### src/sha256_pkg.sv
package sha256_pkg;

	localparam int unsigned WORD_W = 32;
	localparam int unsigned LEN_OFFSET_WORDS = 14;

	typedef logic [WORD_W-1:0] word_t;

	// controller -> datapath commands
	typedef struct packed {
		logic       load_byte;   // write byte into schedule buffer
		logic       pad_byte;    // write 0x80 pad at fill position
		logic       zero_word;   // clear word at word_sel
		logic       len_hi;      // write bit length high word to word 14
		logic       len_lo;      // write bit length low word to word 15
		logic       start_blk;   // copy hash into working vars
		logic       round_en;    // perform one round
		logic       fold;        // add working vars into hash
		logic       init_hash;   // load initial hash, clear length
		logic       add_len;     // bit length += 512
		logic [3:0] word_sel;
		logic [5:0] round_idx;
		logic [2:0] out_sel;
	} sha_cmd_t;

	localparam word_t INIT_H [8] = '{
		32'h6a09e667, 32'hbb67ae85, 32'h3c6ef372, 32'ha54ff53a,
		32'h510e527f, 32'h9b05688c, 32'h1f83d9ab, 32'h5be0cd19
	};

	localparam word_t ROUND_K [64] = '{
		32'h428a2f98, 32'h71374491, 32'hb5c0fbcf, 32'he9b5dba5,
		32'h3956c25b, 32'h59f111f1, 32'h923f82a4, 32'hab1c5ed5,
		32'hd807aa98, 32'h12835b01, 32'h243185be, 32'h550c7dc3,
		32'h72be5d74, 32'h80deb1fe, 32'h9bdc06a7, 32'hc19bf174,
		32'he49b69c1, 32'hefbe4786, 32'h0fc19dc6, 32'h240ca1cc,
		32'h2de92c6f, 32'h4a7484aa, 32'h5cb0a9dc, 32'h76f988da,
		32'h983e5152, 32'ha831c66d, 32'hb00327c8, 32'hbf597fc7,
		32'hc6e00bf3, 32'hd5a79147, 32'h06ca6351, 32'h14292967,
		32'h27b70a85, 32'h2e1b2138, 32'h4d2c6dfc, 32'h53380d13,
		32'h650a7354, 32'h766a0abb, 32'h81c2c92e, 32'h92722c85,
		32'ha2bfe8a1, 32'ha81a664b, 32'hc24b8b70, 32'hc76c51a3,
		32'hd192e819, 32'hd6990624, 32'hf40e3585, 32'h106aa070,
		32'h19a4c116, 32'h1e376c08, 32'h2748774c, 32'h34b0bcb5,
		32'h391c0cb3, 32'h4ed8aa4a, 32'h5b9cca4f, 32'h682e6ff3,
		32'h748f82ee, 32'h78a5636f, 32'h84c87814, 32'h8cc70208,
		32'h90befffa, 32'ha4506ceb, 32'hbef9a3f7, 32'hc67178f2
	};

	function automatic word_t rotr(input word_t x, input int unsigned n);
		rotr = (x >> n) | (x << (WORD_W - n));
	endfunction

endpackage

### src/sha256_datapath.sv
module sha256_datapath
	import sha256_pkg::*;
(
	input  logic     clk,
	input  logic     arst_n,
	input  sha_cmd_t cmd,
	input  logic [7:0] byte_in,
	input  logic [5:0] fill,
	output word_t    digest_out
);

	// 16-word sliding schedule window; w_q[0] is the current round's word
	word_t w_q [16];
	word_t v_q [8];
	word_t h_q [8];
	logic [63:0] len_q;

	word_t s0, s1, w_new, t1, t2, e, a;
	logic [63:0] total;
	logic [3:0] widx;
	logic [1:0] bsel;

	always_comb begin
		s0 = rotr(w_q[1], 7) ^ rotr(w_q[1], 18) ^ (w_q[1] >> 3);
		s1 = rotr(w_q[14], 17) ^ rotr(w_q[14], 19) ^ (w_q[14] >> 10);
		w_new = s1 + w_q[9] + s0 + w_q[0];
		e = v_q[4];
		a = v_q[0];
		t1 = v_q[7] + (rotr(e, 6) ^ rotr(e, 11) ^ rotr(e, 25))
			+ ((e & v_q[5]) ^ (~e & v_q[6])) + ROUND_K[cmd.round_idx] + w_q[0];
		t2 = (rotr(a, 2) ^ rotr(a, 13) ^ rotr(a, 22))
			+ ((a & v_q[1]) ^ (a & v_q[2]) ^ (v_q[1] & v_q[2]));
		total = len_q + {55'd0, fill, 3'd0};
		widx = fill[5:2];
		bsel = fill[1:0];
		digest_out = h_q[cmd.out_sel];
	end

	always_ff @(posedge clk) begin
		if (cmd.pad_byte) begin
			// bytes after the pad in its word must read zero
			unique case (bsel)
				2'd0: w_q[widx] <= {8'h80, 24'd0};
				2'd1: w_q[widx][23:0] <= {8'h80, 16'd0};
				2'd2: w_q[widx][15:0] <= {8'h80, 8'd0};
				default: w_q[widx][7:0] <= 8'h80;
			endcase
		end else if (cmd.load_byte) begin
			unique case (bsel)
				2'd0: w_q[widx][31:24] <= byte_in;
				2'd1: w_q[widx][23:16] <= byte_in;
				2'd2: w_q[widx][15:8]  <= byte_in;
				default: w_q[widx][7:0] <= byte_in;
			endcase
		end else if (cmd.zero_word) begin
			w_q[cmd.word_sel] <= '0;
		end else if (cmd.len_hi) begin
			w_q[LEN_OFFSET_WORDS] <= total[63:32];
		end else if (cmd.len_lo) begin
			w_q[LEN_OFFSET_WORDS+1] <= total[31:0];
		end else if (cmd.round_en) begin
			for (int i = 0; i < 15; i++) w_q[i] <= w_q[i+1];
			w_q[15] <= w_new;
		end
	end

	always_ff @(posedge clk) begin
		if (cmd.start_blk) begin
			for (int i = 0; i < 8; i++) v_q[i] <= h_q[i];
		end else if (cmd.round_en) begin
			v_q[7] <= v_q[6]; v_q[6] <= v_q[5]; v_q[5] <= v_q[4];
			v_q[4] <= v_q[3] + t1;
			v_q[3] <= v_q[2]; v_q[2] <= v_q[1]; v_q[1] <= v_q[0];
			v_q[0] <= t1 + t2;
		end
	end

	always_ff @(posedge clk or negedge arst_n) begin
		if (!arst_n) begin
			for (int i = 0; i < 8; i++) h_q[i] <= INIT_H[i];
			len_q <= '0;
		end else begin
			if (cmd.init_hash) begin
				for (int i = 0; i < 8; i++) h_q[i] <= INIT_H[i];
				len_q <= '0;
			end else begin
				if (cmd.fold) begin
					for (int i = 0; i < 8; i++) h_q[i] <= h_q[i] + v_q[i];
				end
				if (cmd.add_len) len_q <= len_q + 64'd512;
			end
		end
	end

endmodule

### src/sha256_ctrl.sv
module sha256_ctrl
	import sha256_pkg::*;
(
	input  logic       clk,
	input  logic       arst_n,
	input  logic       in_valid,
	output logic       in_ready,
	input  logic       byte_valid,
	input  logic       end_of_message,
	output logic [5:0] fill,
	output sha_cmd_t   cmd,
	output logic       out_valid,
	input  logic       out_ready,
	output logic [2:0] out_idx
);

	typedef enum logic [2:0] {
		ST_IDLE, ST_START, ST_ROUND, ST_FOLD, ST_PAD, ST_LEN, ST_OUT
	} state_t;

	state_t state_q;
	logic [5:0] fill_q;
	logic [5:0] rnd_q;
	logic [3:0] zw_q;
	logic       fin_q;   // message end pending
	logic       last_q;  // block in flight is the final one
	logic       ovf_q;   // block in flight is a pad block with no room for the length
	logic       lenhi_q;
	logic       out_v_q;
	logic [2:0] oidx_q;

	logic take;
	assign in_ready = (state_q == ST_IDLE);
	assign take = in_valid && in_ready;
	assign fill = fill_q;
	assign out_valid = out_v_q;
	assign out_idx = oidx_q;

	always_comb begin
		cmd = '0;
		cmd.round_idx = rnd_q;
		cmd.word_sel = zw_q;
		cmd.out_sel = oidx_q;
		unique case (state_q)
			ST_IDLE: cmd.load_byte = take && byte_valid;
			ST_START: cmd.start_blk = 1'b1;
			ST_ROUND: cmd.round_en = 1'b1;
			ST_FOLD: begin
				cmd.fold = 1'b1;
				cmd.add_len = !last_q && !ovf_q;
			end
			ST_PAD: begin
				if (zw_q == 4'd0 && !lenhi_q) cmd.pad_byte = 1'b1;
				else cmd.zero_word = 1'b1;
			end
			ST_LEN: begin
				cmd.len_hi = !lenhi_q;
				cmd.len_lo = lenhi_q;
			end
			ST_OUT: cmd.init_hash = out_v_q && out_ready && oidx_q == 3'd7;
			default: ;
		endcase
	end

	// ST_PAD: writes the pad at fill, then zeros words (fill/4+1 .. 13, or .. 15 if no room for length);
	// a second padding block zeros from word 0; lenhi_q doubles as "pad written" flag there
	always_ff @(posedge clk or negedge arst_n) begin
		if (!arst_n) begin
			state_q <= ST_IDLE;
			fill_q <= '0;
			rnd_q <= '0;
			zw_q <= '0;
			fin_q <= 1'b0;
			last_q <= 1'b0;
			ovf_q <= 1'b0;
			lenhi_q <= 1'b0;
			out_v_q <= 1'b0;
			oidx_q <= '0;
		end else begin
			unique case (state_q)
				ST_IDLE: if (take) begin
					if (byte_valid) fill_q <= fill_q + 6'd1;
					fin_q <= end_of_message;
					if (byte_valid && fill_q == 6'd63) begin
						state_q <= ST_START;
						last_q <= 1'b0;
					end else if (end_of_message) begin
						state_q <= ST_PAD;
						zw_q <= '0;
						lenhi_q <= 1'b0;
					end
				end
				ST_START: begin
					rnd_q <= '0;
					state_q <= ST_ROUND;
				end
				ST_ROUND: begin
					rnd_q <= rnd_q + 6'd1;
					if (rnd_q == 6'd63) state_q <= ST_FOLD;
				end
				ST_FOLD: begin
					if (last_q) begin
						state_q <= ST_OUT;
						out_v_q <= 1'b1;
						oidx_q <= '0;
					end else if (ovf_q) begin
						// second padding block: zeros then length, fill_q kept
						state_q <= ST_PAD;
						lenhi_q <= 1'b1;
						zw_q <= '0;
						ovf_q <= 1'b0;
					end else if (fin_q) begin
						// full data block ended the message: pad a fresh block
						state_q <= ST_PAD;
						lenhi_q <= 1'b0;
						zw_q <= '0;
					end else begin
						state_q <= ST_IDLE;
					end
				end
				ST_PAD: begin
					if (!lenhi_q) begin
						// pad byte just written
						ovf_q <= (fill_q >= 6'd56);
						if (fill_q[5:2] == 4'd15) begin
							state_q <= ST_START;
							last_q <= 1'b0;
						end else if (fill_q < 6'd56 && fill_q[5:2] >= 4'd13) begin
							state_q <= ST_LEN;
						end else begin
							lenhi_q <= 1'b1;
							zw_q <= fill_q[5:2] + 4'd1;
						end
					end else begin
						zw_q <= zw_q + 4'd1;
						if (!ovf_q && zw_q == 4'd13) begin
							state_q <= ST_LEN;
							lenhi_q <= 1'b0;
						end else if (ovf_q && zw_q == 4'd15) begin
							state_q <= ST_START;
							last_q <= 1'b0;
						end
					end
				end
				ST_LEN: begin
					lenhi_q <= 1'b1;
					if (lenhi_q) begin
						state_q <= ST_START;
						last_q <= 1'b1;
					end
				end
				ST_OUT: if (out_ready) begin
					oidx_q <= oidx_q + 3'd1;
					if (oidx_q == 3'd7) begin
						out_v_q <= 1'b0;
						state_q <= ST_IDLE;
						fill_q <= '0;
						fin_q <= 1'b0;
						last_q <= 1'b0;
					end
				end
				default: state_q <= ST_IDLE;
			endcase
		end
	end

endmodule

### src/sha256_message_hasher_core.sv
// SHA-256 hasher. Bytes stream in on s_axis, one per transfer, with tuser
// bit 0 marking a real byte and tlast ending the message (a tlast transfer
// with no byte is legal, also for the empty message). The 64th byte of a
// block starts a compression (one round per cycle on a single shared round
// unit and a 16-word rolling schedule window), during which input is held
// off. Ending a message costs padding (clearing words), one or two
// compressions, and then eight digest words on m_axis, word 0 (most
// significant) first, tlast on word 7. After the last word the hash state
// returns to the initial values.
module sha256_message_hasher_core
	import sha256_pkg::*;
(
	input  logic        clk,
	input  logic        arst_n,
	input  logic        s_axis_tvalid,
	output logic        s_axis_tready,
	input  logic [7:0]  s_axis_tdata,  // [7:0] msg_byte
	input  logic        s_axis_tuser,  // [0] byte_valid
	input  logic        s_axis_tlast,  // end_of_message
	output logic        m_axis_tvalid,
	input  logic        m_axis_tready,
	output logic [39:0] m_axis_tdata,  // [31:0] digest_word, [34:32] word_index, zeros
	output logic        m_axis_tlast   // last_word
);

	sha_cmd_t   cmd;
	logic [5:0] fill;
	logic [2:0] out_idx;
	word_t      digest;

	sha256_ctrl u_ctrl (
		.clk(clk),
		.arst_n(arst_n),
		.in_valid(s_axis_tvalid),
		.in_ready(s_axis_tready),
		.byte_valid(s_axis_tuser),
		.end_of_message(s_axis_tlast),
		.fill(fill),
		.cmd(cmd),
		.out_valid(m_axis_tvalid),
		.out_ready(m_axis_tready),
		.out_idx(out_idx)
	);

	sha256_datapath u_dp (
		.clk(clk),
		.arst_n(arst_n),
		.cmd(cmd),
		.byte_in(s_axis_tdata),
		.fill(fill),
		.digest_out(digest)
	);

	assign m_axis_tdata = {5'd0, out_idx, digest};
	assign m_axis_tlast = (out_idx == 3'd7);

endmodule

### config.mk
export PLATFORM = sky130hd
export DESIGN_NAME = sha256_message_hasher_core
export DESIGN_NICKNAME = d
export VERILOG_FILES = /design/src/sha256_pkg.sv /design/src/sha256_datapath.sv /design/src/sha256_ctrl.sv /design/src/sha256_message_hasher_core.sv
export SDC_FILE = /design/constraint.sdc
export NUM_CORES = 2
export LEC_CHECK = 0
export ABC_AREA = 1
export BUFFER_PORTS_ARGS = -buffer_cell sky130_fd_sc_hd__buf_2
export CAP_MARGIN = 25
export CORE_AREA = 2 2 542 597
export DETAILED_ROUTE_END_ITERATION = 6
export DIE_AREA = 0 0 544 599
export PLACE_DENSITY_LB_ADDON = 0.05
export SLEW_MARGIN = 20
export SYNTH_ARGS = -nofsm -noshare
export SYNTH_HDL_FRONTEND = slang
export SYNTH_SLANG_ARGS = --single-unit
### constraint.sdc
create_clock -name clk -period 14.9 [get_ports clk]
set_clock_uncertainty 0.05 [all_clocks]
set_input_delay 0.745 -clock clk [delete_from_list [all_inputs] [get_ports clk]]
set_output_delay 0.745 -clock clk [all_outputs]
set_load 0.02 [all_outputs]
# [After elaboration in Yosys (flattened, before gate mapping)]
# Memory sizes are Yosys's and may differ from the RTL's.
# Cells that the tools add are included.
[word_totals] ramBits=768 word_cells=325 out_inout_bits=43 n_memories=3 mem_bits_ro=2048 ff_bits=347 in_bits=14
[op_classes] order_cmp=5 addsub=25 n_eq_ne=35 bitwise_logic=46 reduce_logical=37 muxes=155
[mem_list] name="(name not given)" depth=64 word_bits=32 read_ports=1 rd_ports_with_merged_regs=0 write_ports=0 line="sha256_datapath.sv:30" text="+ ((e & v_q[5]) ^ (~e & v_q[6])) + ROUND_K[cmd.round_idx] + w_q[0];"
[mem_list] name="u_dp.w_q" depth=16 word_bits=32 read_ports=16 rd_ports_with_merged_regs=0 write_ports=16 line="sha256_datapath.sv:13" text="word_t w_q [16];"
[mem_list] name="u_dp.v_q" depth=8 word_bits=32 read_ports=8 rd_ports_with_merged_regs=0 write_ports=8 line="sha256_datapath.sv:14" text="word_t v_q [8];"
[op_table] op="$add 32x32->32" n=18
[op_table] op="$mux 256" n=2
[op_table] op="$mux 32" n=16
[op_table] op="$xor 32x32->32" n=9
[op_table] op="$and 32x32->32" n=5
[op_table] op="$mux 64" n=2
[op_table] op="$bmux 32 s3" n=1
[op_table] op="$mux 1" n=81
[op_table] op="$add 64x10->64 const B" n=1
[op_table] op="$add 64x9->64" n=1
[op_table] op="$reduce_or 32->1" n=2
[op_table] op="$mux 4" n=13
[op_table] op="$mux 3" n=17
[op_table] op="$mux 8" n=5
[op_table] op="$not 32->32" n=1
[op_table] op="$or 10x32->32" n=1
[op_table] op="$or 13x32->32" n=1
[op_table] op="$or 14x32->32" n=1
[op_table] op="$or 15x32->32" n=1
[op_table] op="$or 19x32->32" n=1
[op_table] op="$or 21x32->32" n=1
[op_table] op="$or 25x32->32" n=1
[op_table] op="$or 26x32->32" n=1
[op_table] op="$or 30x32->32" n=1
[op_table] op="52 further kinds" n=120

# [Logic depth before layout (Yosys ltp)]
[depth] word_depth=12 depth_mapped=43

# [Hierarchy]
# A second synthesis with hierarchy kept.
[unflattened] hier_cells=10096 hier_area_um2=79819.1
[by_module_without_submodules] module="sha256_datapath" cells_each=9808 instances=1 area_each_um2=77822.1 seq_area_each_um2=31014.7
[by_module_without_submodules] module="sha256_ctrl" cells_each=279 instances=1 area_each_um2=1941.9 seq_area_each_um2=675.6
[by_module_without_submodules] module="sha256_message_hasher_core" cells_each=9 instances=1 area_each_um2=55.1 seq_area_each_um2=0.0

# [Worst setup path after synthesis]
# No wires, ideal clock.
[synth_path] path_kind="register -> register" startpoint="register u_ctrl.rnd_q[0]" endpoint="memory u_dp.v_q[0][27] in the netlist's numbering, data pin" setup_slack_ns=7.482 stages_incl_launch_ff=38 arrival_time_ns=7.104 period_less_slack_ns=7.418 setup_ns=0.264 cell_sequence="dfrtp_1 clkbuf_1 inv_1 ha_1 nand2_1 inv_1 nor2_1 inv_1 nor3_1 o41ai_1 inv_1 fa_1 inv_1 fa_1 inv_1 fa_1 inv_1 ha_1 (+2 left out) inv_1 o21ai_0 a21oi_1 o21ai_0 nand2_1 nand2_1 xor2_1 fa_1 ha_1 a21o_1 a21oi_1 o21a_1 nand3_1 nand2_1 nand2_1 or2_2 nand3_1 o21ai_0"
[synth_rtl] element="start, declared" line="sha256_ctrl.sv:23" text="logic [5:0] rnd_q;"
[synth_rtl] element="start signal, assigned" line="sha256_ctrl.sv:98" text="rnd_q <= rnd_q + 6'd1;"
[synth_rtl] element="end, declared" line="sha256_datapath.sv:14"

==> results.yml <==
final_layout:
  utilization: 0.2824
  nFillCells: 34990
  area_growth_pct: 13.43
  fin_nets: 10740
  fin_cells: 14550
  stdcell_area_um2: 90340
  drive_gt1_frac: 0.06604
grt:
  grt_util_met1: 0.3295
  grt_usage: 0.2567
  use_met2: 0.4433
  grt_first_pass_wirelength_mm: 589.5
  busiest_layer: "met2"
  grt.overflow.total: 0
  grt_pass1_vias: 73210
  antenna_found_initial: 28
  grt_max_degree: 88
  grtUsageMet3: 0.02161
timing:
  max_slew_margin: 0.2414
  setup-tns-final_ns: 0
  setup_violations: 0
  fin_crit_ns: 9.823
  min_period_over_period: 0.6593
  tightest_slew_ns: 1.130
  slew_viol_final: 0
  max_freq_ghz: 0.1018
  rsz0062_at_grt: "no"
  hold_viol_final: 0
clock_tree:
  clockBufferDepth: 4
  cts_tree: "yes"
  cts_setup_buffers: 0
  cts_root_buffer: "clkbuf_16"
  cts.clk_slew.worst_paths_ns: 0.06
  cts_sinks: 1106
  cts-resized-gates: 0
  htreeDepth: 4
  worst_skew_pair.late_latency_ns: 0.88
  cts_buffers: 156
  cts_hold_buf: 1
place:
  dp_hpwl_mm: 338.6
  placed_cell_area_um2: 85290
  gp_congestion: 0.9439
  dp.cells: 14260
  portBuffers: 51
drt:
  vias: 72840
  avgRoutedWirePerCell_um: 29.24
  drtAntennaViolNets: 0
  via_per_inst: 5.005
  dr.pass1.iters: 6
  drt_wl_total_mm: 425.5
  first_iter_violations: 6037
  drc: 0
floorplan:
  die_h_um: 599
  die_width_um: 544
  die_area_um2: 325900
  ios: 57
  start_util: 0.2489
  std_cell_rows: 218
  fp.coreArea_um2: 319900
critical_path:
  path_max_fanout: 65
  crit_type: "reg2reg"
  cp-start-kind: "register"
  r2r-start: "u_ctrl.rnd_q[3]"
  rr_worst_depth: 32
  arrival_ns: 10.34
  worstPathRequired_ns: 15.42
  worstSetupStartpoint: "u_ctrl.rnd_q[3]"
  cp_slowest_cell: "fa_1"
  end_kind: "register"
  cpMostUsedCell: "inv_1"
  endpoint: "u_dp.v_q[0][19]"
  rr_endpoint: "u_dp.v_q[0][19]"
  reg2reg_slack_ns: 5.08
  max_stage_delay_ns: 0.65
synthesis:
  async_reset_ff_frac: 0.3056
  ys_warn_count: 0
  synthCells: 10120
  synth_seq_cells: 1106
  synth_edf_count: 768
  syn-cell-area_um2: 79640
  synth_flop_cell: "edfxtp_1"
  seq_area_frac_synth: 0.3979
  ys_types: 67
  syn_area_per_cell_um2: 7.870
power:
  p_leak_nw: 41.28
  max-vdd-ir-drop_mv: 0.07660
  power.density_nw_per_um2: 78.54
outcome:
  status: "complete, no violations"
run:
  cap_violations: 0
worst_hold_path:
  min-delay-start: "s_axis_tlast"
  hold_path.class: "in2reg"
[cell usage in the layout (no fill, tap or decap), types with 195 or more instances in the layout]
master and count:
ha_1 403, xor2_1 231, o21ai_0 1045, fa_1 195
nand2_1 2617, a21oi_1 759, inv_1 1296, nor2_1 661
nand3_1 353, edfxtp_1 768, dfrtp_1 198
[kinds of logic (layout without fill, tap and decap cells)]
family          after synthesis  after routing  share of synthesized area
compound gates             2362           2362                     0.1633
xor+xnor                    402            402                    0.04421
fa+ha+maj                   601            601                     0.1127
buf+inv                    1696           1823                    0.08070
flops                      1106           1106                     0.3979
other cells                   1             15                 0.00004709
simple gates               3952           3952                     0.2012
[layout make-up]
class | instances | area, µm² | share of cell area
Clock inverter | 70 | 724.4 | 0.008019
Sequential cell | 1106 | 31700 | 0.3509
Timing Repair Buffer | 233 | 1702 | 0.01884
Multi-Input combinational cell | 7322 | 41630 | 0.4608
Clock buffer | 212 | 4265 | 0.04721
Inverter | 1308 | 4927 | 0.05454
Antenna cell | 10 | 25.02 | 0.0002770
Tap cell | 4290 | 5368 | 0.05942
[worst min path at each step]
stage	endpoint	depth (start not counted)
6_report	u_ctrl.fin_q	3
5_1_grt	u_ctrl.fin_q	3
4_1_cts	u_ctrl.fin_q	3
3_5_place_dp	u_dp.h_q[188]	2
3_3_place_gp	u_dp.h_q[188]	2
2_1_floorplan	u_ctrl.fill[0]	0
[state kept, by name, summed over array words and instances, names as in the netlist, 3 cells and up]
| signal | cells |
|---|---|
| u_dp.v_q | 256 |
| u_ctrl.out_idx | 3 |
| u_ctrl.zw_q | 4 |
| u_dp.w_q | 512 |
| u_dp.h_q | 256 |
| u_ctrl.fill | 6 |
| u_ctrl.state_q | 3 |
| u_dp.len_q | 55 |
| u_ctrl.rnd_q | 6 |
[cells in the mapped netlist, drive strengths merged, types with 48 or more instances]
master     n  share of area
nand2   2621           0.12
inv     1307          0.062
o21ai   1069          0.067
edfxtp   768           0.29
a21oi    764          0.048
nor2     676          0.033
ha       403          0.063
nand3    355          0.022
clkbuf   340          0.016
xor2     231          0.025
dfrtp    202          0.063
fa       195          0.049
xnor2    171          0.019
dfstp    136          0.045
nor3     135         0.0087
o22ai    122         0.0096
a31oi     78         0.0061
nand4     73         0.0059
a21o      69         0.0065
o21bai    53         0.0050
buf       48         0.0030
[worst max-delay path: cells and delay by family (launching register included)]
family                     cells  cell delay, ns
AOI/OAI and AO/OA             12            3.13
adders and majority gates      6            2.83
DFF                            1            0.33
xor gates and xnor gates       2            0.88
buffers and inverters          8            1.68
and+or+nand+nor                4            0.61
[layer usage]
metal	routed length [µm]	vias up
met3	16010	479
li1	-	33790
met2	206100	1846
met5	55	-
met4	19240	8
met1	184100	36710
[through the flow]
step	power (mW)	hold WS (ns)	setup slack, ns
finish	7.096	0.1129	5.077
global route	7.317	0.1245	4.509
CTS	7.216	0.05394	5.180
detailed placement	3.354	0.4526	5.176
global placement	3.354	0.4468	4.762
floorplan	3.323	0.3994	7.482
[power breakdown]
group	switching (mW)	internal [mW]	leakage, nW
clock	1.61	2.19	2.43
sequential	0.000170	3.26	11.6
combinational	0.0287	0.00330	27.2
total	1.64	5.46	41.3
Note: power is estimated with default switching activity, not from simulation.
